### config.mk
export PLATFORM = sky130hd
export DESIGN_NAME = calendar_weekday_and_month_grid_core_flat
export DESIGN_NICKNAME = d
export VERILOG_FILES = /design/src/rtl/core/cwg_pkg.sv /design/src/rtl/core/cwg_req_if.sv /design/src/rtl/core/cwg_rsp_if.sv /design/src/rtl/core/cwg_front.sv /design/src/rtl/core/cwg_queue.sv /design/src/rtl/core/cwg_back.sv /design/src/rtl/core/calendar_weekday_and_month_grid_core.sv /design/src/flat_wrapper.sv
export SDC_FILE = /design/constraint.sdc
export NUM_CORES = 1
export LEC_CHECK = 0
export ABC_CLOCK_PERIOD_IN_PS = 12250
export BUFFER_PORTS_ARGS = -buffer_cell sky130_fd_sc_hd__buf_4
export CAP_MARGIN = 20
export CORE_UTILIZATION = 41
export DETAILED_ROUTE_END_ITERATION = 10
export PLACE_DENSITY = 0.6
export SLEW_MARGIN = 20
export SYNTH_ARGS = -nofsm -noshare
export SYNTH_HDL_FRONTEND = slang
export SYNTH_SLANG_ARGS = --single-unit
### constraint.sdc
create_clock -name clk -period 12.25 [get_ports clk]
set_input_delay 0.6125 -clock clk [delete_from_list [all_inputs] [get_ports clk]]
set_output_delay 0.6125 -clock clk [all_outputs]
set_load 0.01 [all_outputs]
### src/rtl/core/cwg_pkg.sv
// Shared types, codes and calendar helper functions for the weekday and month grid core.
// Used by every module under rtl/core; depends on nothing.
`default_nettype none

package cwg_pkg;

	localparam logic [15:0] MIN_YEAR    = 16'd1583;
	localparam logic [4:0]  LEAP_FEB    = 5'd29;
	localparam logic [4:0]  COMMON_FEB  = 5'd28;
	localparam int unsigned QUEUE_DEPTH = 2;
	localparam int unsigned GRID_CELLS  = 42;
	localparam logic [2:0]  LAST_COLUMN = 3'd6;

	// floor(y/100) is estimated as (y*5242)>>19, at most one low for 16-bit y
	localparam logic [12:0] RECIP_100       = 13'd5242;
	localparam int unsigned RECIP_100_SHIFT = 19;
	// floor(s/7) is estimated as (s*2340)>>14, at most one low for 12-bit s
	localparam logic [11:0] RECIP_7         = 12'd2340;
	localparam int unsigned RECIP_7_SHIFT   = 14;

	localparam logic CMD_QUERY = 1'b0;
	localparam logic CMD_GRID  = 1'b1;

	typedef enum logic [1:0] {
		STATUS_OK       = 2'd0,
		STATUS_BAD_YEAR = 2'd1,
		STATUS_BAD_DATE = 2'd2
	} status_t;

	typedef enum logic [2:0] {
		ST_IDLE,
		ST_SUM,
		ST_DIV7,
		ST_FIX,
		ST_EMIT
	} back_state_t;

	// One classified item as it sits in the queue between front and back.
	typedef struct packed {
		logic       grid;
		status_t    status;
		logic       leap;
		logic [4:0] len;
		logic [4:0] day;
		logic [3:0] month;
		logic [6:0] k;
		logic [9:0] j;
	} job_t;

	function automatic logic [4:0] month_days(input logic [3:0] month, input logic leap);
		logic [4:0] days;
		case (month) inside
			4'd1, 4'd3, 4'd5, 4'd7, 4'd8, 4'd10, 4'd12: days = 5'd31;
			4'd4, 4'd6, 4'd9, 4'd11:                    days = 5'd30;
			4'd2:                                       days = leap ? LEAP_FEB : COMMON_FEB;
			default:                                    days = 5'd0;
		endcase
		return days;
	endfunction

	// floor((M+1)*2.6) with January and February counted as months 13 and 14
	function automatic logic [5:0] month_term(input logic [3:0] month);
		logic [5:0] t;
		case (month)
			4'd1:    t = 6'd36;
			4'd2:    t = 6'd39;
			4'd3:    t = 6'd10;
			4'd4:    t = 6'd13;
			4'd5:    t = 6'd15;
			4'd6:    t = 6'd18;
			4'd7:    t = 6'd20;
			4'd8:    t = 6'd23;
			4'd9:    t = 6'd26;
			4'd10:   t = 6'd28;
			4'd11:   t = 6'd31;
			4'd12:   t = 6'd33;
			default: t = 6'd0;
		endcase
		return t;
	endfunction

endpackage

`default_nettype wire

### src/rtl/core/cwg_req_if.sv
// Request channel: command and date fields with a valid/ready handshake.
// Standalone; no package needed.
`default_nettype none

interface cwg_req_if;
	logic        valid;
	logic        ready;
	logic        command;
	logic [3:0]  month_in;
	logic [4:0]  day_in;
	logic [15:0] year_in;

	modport source(output valid, command, month_in, day_in, year_in, input ready);
	modport sink(input valid, command, month_in, day_in, year_in, output ready);
endinterface

`default_nettype wire

### src/rtl/core/cwg_rsp_if.sv
// Response channel: one result beat per grid cell, or one per query or rejected request.
// Standalone; no package needed.
`default_nettype none

interface cwg_rsp_if;
	logic       valid;
	logic       ready;
	logic [1:0] status;
	logic [2:0] weekday;
	logic [4:0] month_length;
	logic       is_leap;
	logic [4:0] cell_day;
	logic [2:0] cell_column;
	logic       last;

	modport source(output valid, status, weekday, month_length, is_leap, cell_day,
		cell_column, last, input ready);
	modport sink(input valid, status, weekday, month_length, is_leap, cell_day,
		cell_column, last, output ready);
endinterface

`default_nettype wire

### src/rtl/core/cwg_front.sv
// Front end: accepts a request, checks year, month and (queries only) day, finds leap year,
// month length and the century split of the Zeller year. Depends on cwg_pkg and cwg_req_if.
`default_nettype none

module cwg_front
	import cwg_pkg::*;
(
	cwg_req_if.sink  req,
	output logic     push_valid,
	input  logic     push_ready,
	output job_t     push_data
);

	logic [28:0] prod;
	logic [9:0]  q_est;
	logic [16:0] rem_est;
	logic        rem_over;
	logic [9:0]  cent;
	logic [6:0]  cent_rem;
	logic        leap;
	logic        early;
	logic [4:0]  len;
	logic        bad_day;
	status_t     status;

	assign req.ready  = push_ready;
	assign push_valid = req.valid;

	always_comb begin
		prod     = 29'(req.year_in) * 29'(RECIP_100);
		q_est    = prod[RECIP_100_SHIFT +: 10];
		rem_est  = {1'b0, req.year_in} - 17'(q_est) * 17'd100;
		// estimate is at most one low: fold the remainder back under 100
		rem_over = rem_est[7:0] >= 8'd100;
		cent     = rem_over ? q_est + 10'd1 : q_est;
		cent_rem = rem_over ? 7'(rem_est[7:0] - 8'd100) : rem_est[6:0];
		leap     = (cent_rem == 7'd0) ? (cent[1:0] == 2'b00) : (req.year_in[1:0] == 2'b00);
		len      = month_days(req.month_in, leap);
		bad_day  = (req.day_in == 5'd0) || (req.day_in > len);

		if (req.year_in < MIN_YEAR) begin
			status = STATUS_BAD_YEAR;
		end else if (len == 5'd0) begin
			status = STATUS_BAD_DATE;
		end else if (req.command == CMD_QUERY && bad_day) begin
			status = STATUS_BAD_DATE;
		end else begin
			status = STATUS_OK;
		end

		early = req.month_in < 4'd3;

		push_data.grid   = (req.command == CMD_GRID) && (status == STATUS_OK);
		push_data.status = status;
		push_data.leap   = leap;
		push_data.len    = len;
		push_data.day    = (req.command == CMD_GRID) ? 5'd1 : req.day_in;
		push_data.month  = req.month_in;
		// January and February belong to the year before
		if (!early) begin
			push_data.k = cent_rem;
			push_data.j = cent;
		end else if (cent_rem == 7'd0) begin
			push_data.k = 7'd99;
			push_data.j = cent - 10'd1;
		end else begin
			push_data.k = cent_rem - 7'd1;
			push_data.j = cent;
		end
	end

endmodule

`default_nettype wire

### src/rtl/core/cwg_queue.sv
// Short FIFO of classified jobs between front and back end.
// Depends on cwg_pkg for job_t.
`default_nettype none

module cwg_queue
	import cwg_pkg::*;
#(
	parameter int unsigned DEPTH = QUEUE_DEPTH
) (
	input  logic clk,
	input  logic arst_n,
	input  logic push_valid,
	output logic push_ready,
	input  job_t push_data,
	output logic pop_valid,
	input  logic pop_ready,
	output job_t pop_data
);

	localparam int unsigned PTR_W = (DEPTH > 1) ? $clog2(DEPTH) : 1;
	localparam int unsigned CNT_W = $clog2(DEPTH + 1);

	job_t             slots_q [DEPTH];
	logic [PTR_W-1:0] wr_ptr_q;
	logic [PTR_W-1:0] rd_ptr_q;
	logic [CNT_W-1:0] count_q;
	logic             do_push;
	logic             do_pop;

	assign push_ready = count_q != CNT_W'(DEPTH);
	assign pop_valid  = count_q != '0;
	assign pop_data   = slots_q[rd_ptr_q];
	assign do_push    = push_valid && push_ready;
	assign do_pop     = pop_valid && pop_ready;

	always_ff @(posedge clk) begin
		if (do_push) begin
			slots_q[wr_ptr_q] <= push_data;
		end
	end

	always_ff @(posedge clk or negedge arst_n) begin
		if (!arst_n) begin
			wr_ptr_q <= '0;
			rd_ptr_q <= '0;
			count_q  <= '0;
		end else begin
			if (do_push) begin
				wr_ptr_q <= (wr_ptr_q == PTR_W'(DEPTH - 1)) ? '0 : wr_ptr_q + 1'b1;
			end
			if (do_pop) begin
				rd_ptr_q <= (rd_ptr_q == PTR_W'(DEPTH - 1)) ? '0 : rd_ptr_q + 1'b1;
			end
			if (do_push && !do_pop) begin
				count_q <= count_q + 1'b1;
			end else if (do_pop && !do_push) begin
				count_q <= count_q - 1'b1;
			end
		end
	end

endmodule

`default_nettype wire

### src/rtl/core/cwg_back.sv
// Back end: Zeller sum and mod 7 (SUM, DIV7, FIX), then one beat per query or grid cell.
// Depends on cwg_pkg and cwg_rsp_if.
`default_nettype none

module cwg_back
	import cwg_pkg::*;
(
	input  logic      clk,
	input  logic      arst_n,
	input  logic      pop_valid,
	output logic      pop_ready,
	input  job_t      pop_data,
	cwg_rsp_if.source rsp
);

	back_state_t state_q;
	back_state_t state_d;

	job_t        job_q;
	logic [11:0] sum_q;
	logic [9:0]  quot_q;
	logic [2:0]  wd_q;
	logic [2:0]  col_q;
	logic        row0_q;
	logic [5:0]  next_q;
	logic        over_q;
	logic [5:0]  cnt_q;

	logic [11:0] sum_c;
	logic [23:0] prod7;
	logic [11:0] rem7;
	logic [4:0]  cell_c;
	logic        take_c;
	logic        over_c;
	logic        last_c;
	logic        beat;

	// next state
	always_comb begin
		state_d = state_q;
		case (state_q)
			ST_IDLE: if (pop_valid) state_d = ST_SUM;
			ST_SUM:  state_d = ST_DIV7;
			ST_DIV7: state_d = ST_FIX;
			ST_FIX:  state_d = ST_EMIT;
			ST_EMIT: if (rsp.ready && last_c) state_d = ST_IDLE;
			default: state_d = ST_IDLE;
		endcase
	end

	// outputs
	always_comb begin
		pop_ready        = state_q == ST_IDLE;
		rsp.valid        = state_q == ST_EMIT;
		rsp.status       = job_q.status;
		rsp.weekday      = (job_q.status == STATUS_OK) ? wd_q : 3'd0;
		rsp.month_length = job_q.len;
		rsp.is_leap      = job_q.leap;
		rsp.cell_day     = job_q.grid ? cell_c : 5'd0;
		rsp.cell_column  = job_q.grid ? col_q : 3'd0;
		rsp.last         = last_c;
	end

	assign beat = rsp.valid && rsp.ready;

	// Zeller: -2J is taken as +5J so the sum stays non-negative
	assign sum_c = 12'(job_q.day) + 12'(month_term(job_q.month)) + 12'(job_q.k)
		+ 12'(job_q.k[6:2]) + 12'(job_q.j[9:2]) + 12'(job_q.j) * 12'd5;
	assign prod7 = 24'(sum_q) * 24'(RECIP_7);
	assign rem7  = sum_q - 12'(quot_q) * 12'd7;

	// current grid cell
	always_comb begin
		cell_c = 5'd0;
		take_c = 1'b0;
		over_c = over_q;
		if (row0_q) begin
			if (col_q >= wd_q) begin
				cell_c = next_q[4:0];
				take_c = 1'b1;
			end
		end else if (!over_q && next_q <= {1'b0, job_q.len}) begin
			cell_c = next_q[4:0];
			take_c = 1'b1;
		end else begin
			over_c = 1'b1;
		end
		last_c = !job_q.grid || (cnt_q == 6'(GRID_CELLS - 1))
			|| (col_q == LAST_COLUMN && !row0_q && over_c);
	end

	always_ff @(posedge clk or negedge arst_n) begin
		if (!arst_n) begin
			state_q <= ST_IDLE;
		end else begin
			state_q <= state_d;
		end
	end

	always_ff @(posedge clk) begin
		case (state_q)
			ST_IDLE: begin
				job_q  <= pop_data;
				col_q  <= 3'd0;
				row0_q <= 1'b1;
				next_q <= 6'd1;
				over_q <= 1'b0;
				cnt_q  <= 6'd0;
			end
			ST_SUM: sum_q <= sum_c;
			ST_DIV7: quot_q <= prod7[RECIP_7_SHIFT +: 10];
			ST_FIX: wd_q <= (rem7[3:0] >= 4'd7) ? 3'(rem7[3:0] - 4'd7) : rem7[2:0];
			ST_EMIT: begin
				if (beat) begin
					// advance column, row and day counters
					col_q  <= (col_q == LAST_COLUMN) ? 3'd0 : col_q + 3'd1;
					row0_q <= row0_q && (col_q != LAST_COLUMN);
					next_q <= take_c ? next_q + 6'd1 : next_q;
					over_q <= over_c;
					cnt_q  <= cnt_q + 6'd1;
				end
			end
			default: ;
		endcase
	end

endmodule

`default_nettype wire

### src/rtl/core/calendar_weekday_and_month_grid_core.sv
// Top level of the weekday and month grid core: front end, job queue, back end.
// Depends on cwg_pkg, cwg_req_if, cwg_rsp_if, cwg_front, cwg_queue, cwg_back.
//
//  channel | dir | beat                                    | handshake
//  req     | in  | command, month_in, day_in, year_in      | valid/ready
//  rsp     | out | status, weekday, month_length, is_leap, | valid/ready
//          |     | cell_day, cell_column, last             |
//
// A request is classified as it is taken and queued (QUEUE_DEPTH entries).
// The back end loads an item, sums, divides by 7 and fixes the remainder, then emits
// one beat per query or error and one per grid cell; it pops the next item only when idle.
// rsp stalls hold the back end only; the front keeps taking requests until the queue fills.
// Reset clears the queue and returns the back end to idle.
`default_nettype none

module calendar_weekday_and_month_grid_core
	import cwg_pkg::*;
#(
	parameter int unsigned QUEUE_DEPTH = cwg_pkg::QUEUE_DEPTH
) (
	input  logic      clk,
	input  logic      arst_n,
	cwg_req_if.sink   req,
	cwg_rsp_if.source rsp
);

	logic push_valid;
	logic push_ready;
	job_t push_data;
	logic pop_valid;
	logic pop_ready;
	job_t pop_data;

	cwg_front u_front (
		.req        (req),
		.push_valid (push_valid),
		.push_ready (push_ready),
		.push_data  (push_data)
	);

	cwg_queue #(
		.DEPTH (QUEUE_DEPTH)
	) u_queue (
		.clk        (clk),
		.arst_n     (arst_n),
		.push_valid (push_valid),
		.push_ready (push_ready),
		.push_data  (push_data),
		.pop_valid  (pop_valid),
		.pop_ready  (pop_ready),
		.pop_data   (pop_data)
	);

	cwg_back u_back (
		.clk       (clk),
		.arst_n    (arst_n),
		.pop_valid (pop_valid),
		.pop_ready (pop_ready),
		.pop_data  (pop_data),
		.rsp       (rsp)
	);

endmodule

`default_nettype wire
### src/flat_wrapper.sv
// flat-port wrapper written by rule: the top's interface ports become plain ports
module calendar_weekday_and_month_grid_core_flat import cwg_pkg::*;
#(
	parameter int unsigned QUEUE_DEPTH = cwg_pkg::QUEUE_DEPTH
)
  (clk, arst_n, req_valid, req_command, req_month_in, req_day_in, req_year_in, req_ready, rsp_valid, rsp_status, rsp_weekday, rsp_month_length, rsp_is_leap, rsp_cell_day, rsp_cell_column, rsp_last, rsp_ready);
  cwg_req_if req_i ();
  cwg_rsp_if rsp_i ();
  input  logic clk;
  input  logic arst_n;
  input wire logic [$bits(req_i.valid)-1:0] req_valid;
  input wire logic [$bits(req_i.command)-1:0] req_command;
  input wire logic [$bits(req_i.month_in)-1:0] req_month_in;
  input wire logic [$bits(req_i.day_in)-1:0] req_day_in;
  input wire logic [$bits(req_i.year_in)-1:0] req_year_in;
  output wire logic [$bits(req_i.ready)-1:0] req_ready;
  output wire logic [$bits(rsp_i.valid)-1:0] rsp_valid;
  output wire logic [$bits(rsp_i.status)-1:0] rsp_status;
  output wire logic [$bits(rsp_i.weekday)-1:0] rsp_weekday;
  output wire logic [$bits(rsp_i.month_length)-1:0] rsp_month_length;
  output wire logic [$bits(rsp_i.is_leap)-1:0] rsp_is_leap;
  output wire logic [$bits(rsp_i.cell_day)-1:0] rsp_cell_day;
  output wire logic [$bits(rsp_i.cell_column)-1:0] rsp_cell_column;
  output wire logic [$bits(rsp_i.last)-1:0] rsp_last;
  input wire logic [$bits(rsp_i.ready)-1:0] rsp_ready;
  assign req_i.valid = req_valid;
  assign req_i.command = req_command;
  assign req_i.month_in = req_month_in;
  assign req_i.day_in = req_day_in;
  assign req_i.year_in = req_year_in;
  assign req_ready = req_i.ready;
  assign rsp_valid = rsp_i.valid;
  assign rsp_status = rsp_i.status;
  assign rsp_weekday = rsp_i.weekday;
  assign rsp_month_length = rsp_i.month_length;
  assign rsp_is_leap = rsp_i.is_leap;
  assign rsp_cell_day = rsp_i.cell_day;
  assign rsp_cell_column = rsp_i.cell_column;
  assign rsp_last = rsp_i.last;
  assign rsp_i.ready = rsp_ready;
  calendar_weekday_and_month_grid_core #(.QUEUE_DEPTH(QUEUE_DEPTH)) u_core (.clk(clk), .arst_n(arst_n), .req(req_i), .rsp(rsp_i));
endmodule
### After elaboration in Yosys (flattened, before gate mapping)

Memory sizes are Yosys's and may differ from the RTL's. A register that Yosys moved wholly into a read port is not among the register bits.
Cells that the tools add are included.

| storage, ports and cells | value |
|---|---|
| register bits | 49 |
| bits in writable memories | 70 |
| memory bits (read-only) | 96 |
| output and inout bits | 22 |
| memories | 2 |

| operators by class | value |
|---|---|
| add/sub/neg operators | 19 |
| multiply operators | 5 |
| order comparisons | 7 |
| equal/unequal tests | 24 |
| mux-type cells | 46 |
| bitwise logic cells | 1 |
| reductions and logical operators | 36 |

Memory list:

| memory | depth | width | read ports | clocked after memory_dff | wr ports | RTL line | text |
|---|---|---|---|---|---|---|---|
| (no name shown) | 16 | 6 | 1 | 0 | 0 | cwg_pkg.sv:64 | `case (month)` |
| u_core.u_queue.slots_q | 2 | 35 | 1 | 1 | 1 | cwg_queue.sv:23 | `job_t slots_q [DEPTH];` |

Operators by type and width:

| operator | number |
|---|---|
| 5-bit 2-to-1 mux | 8 |
| 17-bit 2-to-1 mux | 2 |
| 16-bit by 12-bit multiplier with 28-bit output (second input constant) | 1 |
| 6-bit case mux with 2 select lines | 2 |
| 12-bit by 10-bit multiplier with 22-bit output (second input constant) | 1 |
| 3-bit 2-to-1 mux | 7 |
| 4-bit equality test (second input constant) | 5 |
| 6-bit 2-to-1 mux | 3 |
| 4-bit by 3-bit equality test with 1-bit output (second input constant) | 4 |
| 16-bit by 11-bit < comparator with 1-bit output (second input constant) | 1 |
| 3-bit case mux with 5 select lines | 1 |
| 1-bit 2-to-1 mux | 13 |
| 10-bit by 12-bit adder with 12-bit output | 1 |
| 6-bit by 1-bit adder with 6-bit output (second input constant) | 2 |
| 1-bit logical AND | 12 |
| 10-bit by 3-bit multiplier with 12-bit output (second input constant) | 1 |
| 10-bit by 1-bit adder with 10-bit output (second input constant) | 1 |
| 9-bit by 8-bit adder with 10-bit output | 1 |
| 5-bit zero test | 2 |
| 10-bit by 3-bit multiplier with 4-bit output (second input constant) | 1 |
| 10-bit by 5-bit multiplier with 6-bit output (second input constant) | 1 |
| 10-bit 2-to-1 mux | 1 |
| 2-bit 2-to-1 mux | 5 |
| 10-bit by 1-bit subtractor with 10-bit output (second input constant) | 1 |
| 41 further kinds | 61 |

### Depth between registers and ports, before layout

| depth | value |
|---|---|
| depth in word-level cells | 19 |
| mapped depth | 39 |

### Cells and area by module

A second synthesis with hierarchy kept.

| unflattened totals | value |
|---|---|
| cells, all modules | 1228 |
| area total of the unflattened synthesis | 13960.9 µm² |

Modules (own cells, without submodules):

| module | times used | cells each | area each (µm²) |
|---|---|---|---|
| cwg_back | 1 | 521 | 5974.5 |
| cwg_front | 1 | 580 | 5116.2 |
| cwg_queue | 1 | 127 | 2870.3 |

### Worst setup path before layout

Ideal clock, no wire load.

| path | value |
|---|---|
| kind | in2reg |
| start | input port req_year_in[8] |
| end | memory u_core.u_queue.slots_q[0][33] (netlist bit), data pin |
| library setup time | 0.157 ns |
| arrival | 8.947 ns |
| data required time | 12.093 ns |
| path slack | 3.146 ns |
| stages on the path | 39 |
| buffers on the path | 0 |
| path through | fa_1 ha_1 inv_1 fa_1 inv_1 fa_1 inv_1 fa_1 inv_1 ha_1 nand4_1 a21oi_1 o21a_4 o21bai_1 and4b_1 nor3_1 ha_1 ha_1 (+3 left out) o21a_1 or3_1 o311a_1 mux2i_2 xnor2_1 ha_1 o31a_1 a311oi_1 a21oi_1 ha_1 nor2b_1 o21a_1 o21ai_0 nand2b_1 a21oi_1 a31oi_1 o21bai_1 a21oi_1 |

RTL lines:

| what | RTL line | text |
|---|---|---|
| from (decl) | flat_wrapper.sv:15 | `input wire logic [$bits(req_i.year_in)-1:0] req_year_in;` |
| to (decl) | cwg_queue.sv:23 |  |

==> impl_metrics.tcl <==
set metrics [dict create \
    outcome "complete, no violations" \
    r2r-start "u_core.u_back.job_q[18]" \
    htreeDepth 4 \
    mostFrequentLayoutCells "ha_1, inv_1, edfxtp_1, fa_1, xnor2_1" \
    r2r-end "u_core.u_back.sum_q[11]" \
    globalRoute.totalOverflow 0 \
    dpl_cell_area_mm2 0.0141 \
    fin_crit_sh_pct 79.1 \
    syn_area_mm2 0.0133 \
    holdPathEnd "u_core.u_queue.slots_q[0][19]" \
    async_flop_share_pct 4.93 \
    ys_types 84 \
    path_clk_slew_ns 0.07 \
    layout-drive-gt1-share_pct 12.8 \
    syn_avg_cell_area_um2 11.4 \
    drtIter0Drc 313 \
    slowest_delay_ns 0.60 \
    synthCells 1170 \
    drv_slew 0 \
    placeableCoreArea_mm2 0.0317 \
    critPathSlowestCell "nor3_1" \
    die_w_um 182 \
    place.gp.congestion 0.867 \
    fin_util_pct 46.3 \
    tritoncts "yes" \
    max_freq_ghz 0.103 \
    reg2reg_depth 17 \
    rows 65 \
    n_fill_cell 2953 \
    hold_path_depth 1 \
    routedWlPerCell_um 15.3 \
    grtUsageTotal_pct 15.9 \
    cp_max_fo 9 \
    r2r_slack_ns 7.28 \
    yosysTopAreaCell "edfxtp_1" \
    drtPass1Iterations 4 \
    vias 8260 \
    ant_nets 0 \
    nets 1576 \
    wl_um 25100 \
    maxCapViolCount 0 \
    numCtsBuffers 17 \
    rsz0062_at_grt "false" \
    start_util_pct 41.9 \
    numPortBuffers 51 \
    viasPerCell 5.02 \
    antenna_found_initial 0 \
    synth_nets 1517 \
    max_slew_margin_pct 40.4 \
    cts_sinks 142 \
    synth-main-ff-cell "edfxtp_1" \
    fin_worst_skew_ns 0.0123 \
    place_hpwl_um 20900 \
    grt_max_degree 36 \
    grt_pass1_wl_um 41700 \
    area_delta_synth_final_pct 10.6 \
    yosysWarnings 0 \
    cts-root-buf "clkbuf_16" \
    synth.top_cell.area_share_pct 30.5 \
    clockBufferDepth 2 \
    synthTopCellsByArea "edfxtp_1, ha_1, fa_1" \
    path_common_cell "ha_1" \
    route.detailed.drc 0 \
    final_cell_area_mm2 0.0147 \
    synth_seq_cells 142 \
    cp-end-kind "flip-flop" \
    start_kind "input pin" \
    ys_seq_area_share_pct 31.8 \
    worst_ep_required_time_ns 12.51 \
    num_io_pins 52 \
    dieArea_mm2 0.0331 \
    hp-class "in -> reg" \
    setup_viol 0 \
    synth-edff-count 135 \
    worstMarginPinSlew_ns 0.890 \
    layout_min_cycle_time_ns 9.69 \
    clk_latency_ns 0.42 \
    cp.arrival_ns 9.94 \
    hp-start "req_month_in[2]" \
    finalHoldViolCount 0 \
    n_antenna_cell 0 \
    fin_setup_tns_ns 0 \
    die_h_um 182 \
    final_common_cell "ha_1" \
    path_class "in -> reg" \
    grt_pass1_vias 8609 \
]
[logic make-up (layout without fill, tap and decap cells)]
logic type               Yosys count  in the layout  synth area share (%)
flip-flops                       142            142                  31.8
XOR/XNOR                          83             83                  5.63
adder cells (fa/ha/maj)          318            318                  35.7
buffers and inverters            222            294                  6.54
multiplexers                      47             47                  4.04
AO/OA/AOI/OAI                    149            149                  7.79
AND/OR/NAND/NOR                  209            209                  8.46
[cell type report]
class	count	area, um^2	area share (%)
clock buffer	17	425	2.89
multi-input combinational	806	8210	55.8
clock inverter	15	131	0.894
tap	402	503	3.42
timing repair buffer	57	430	2.93
sequential	142	4230	28.8
inverter	205	769	5.24
[what timing repair did]
item / CTS / global route
gates resized for setup: 0 / 0
setup buffers: 0 / 0
endpoints found under the hold margin: 7 / 0
hold buffers: 1 / 0
[worst max-delay path by stage]
stage,start,slack [ns],to,depth (start not counted)
after floorplan,req_year_in[8],3.15,u_core.u_queue.slots_q[0][33],39
after global placement,req_year_in[8],2.39,u_core.u_queue.slots_q[0][33],40
after detailed placement,req_year_in[8],2.12,u_core.u_queue.slots_q[1][33],40
after CTS,req_year_in[8],2.57,u_core.u_queue.slots_q[1][33],40
after global routing,req_year_in[8],1.77,u_core.u_queue.slots_q[1][33],40
final,req_year_in[8],2.56,u_core.u_queue.slots_q[1][33],40
[synth_stat cells, types with 3 or more instances]
library cell  count
o31ai_1           5
and3_1            9
nor2b_1          14
fa_1            103
nor3b_1           3
mux2i_1           8
a21o_1           12
nand2_1          33
a211oi_1          3
edfxtp_1        135
nand4_1           5
o21ai_1           3
nor4_1            4
buf_4             7
ha_1            214
a21oi_1          45
nand2b_1         11
dfrtp_1           7
clkbuf_1          7
nand3_1          19
xnor2_1          58
o21bai_1          9
o31a_1            3
or3_1             4
a31oi_1           5
xor2_1           23
o21a_1            8
and2_1            9
nor3_1           19
nor2_1           51
inv_1           205
or2_2             9
o21ai_0          28
mux2_2           36
[metrics by stage]
stage / std cells / hold slack, ns / worst slack, ns
floorplan: 1170 / 0.317 / 3.15
global placement: 1611 / 0.433 / 2.39
detailed placement: 1611 / 0.434 / 2.12
CTS: 1644 / 0.403 / 2.57
global route: 1644 / 0.402 / 1.77
finish: 1644 / 0.423 / 2.56
[flip-flops by register name, summed over array words and instances, names as in the netlist, 4 cells and up]
signal                  count
u_core.u_back.quot_q        4
u_core.u_queue.slots_q     66
u_core.u_back.job_q        27
u_core.u_back.cnt_q         6
u_core.u_back.sum_q        12
u_core.u_back.next_q        6
[critical path, delay by kind of cell]
kind            cells  cell delay (ns)
compound gates     14             2.36
xor+xnor            1             0.22
fa+ha+maj          12             4.33
buf+inv             6             0.38
mux                 1             0.44
simple gates        6             1.60
[per-layer routing]
layer | GRT usage [%] | part of all wire, % | vias up
met2 | 29.5 | 52 | 88
met4 | 4.47 | 1.7 | 0
met1 | 19.2 | 45 | 4026
li1 | - | - | 4117
met3 | 2.04 | 1.5 | 29
met5 | 0 | 0 | -
Power is left out: the tool's default activity adds up to more than one toggle a clock period on the data nets, which glitch-free logic cannot reach.
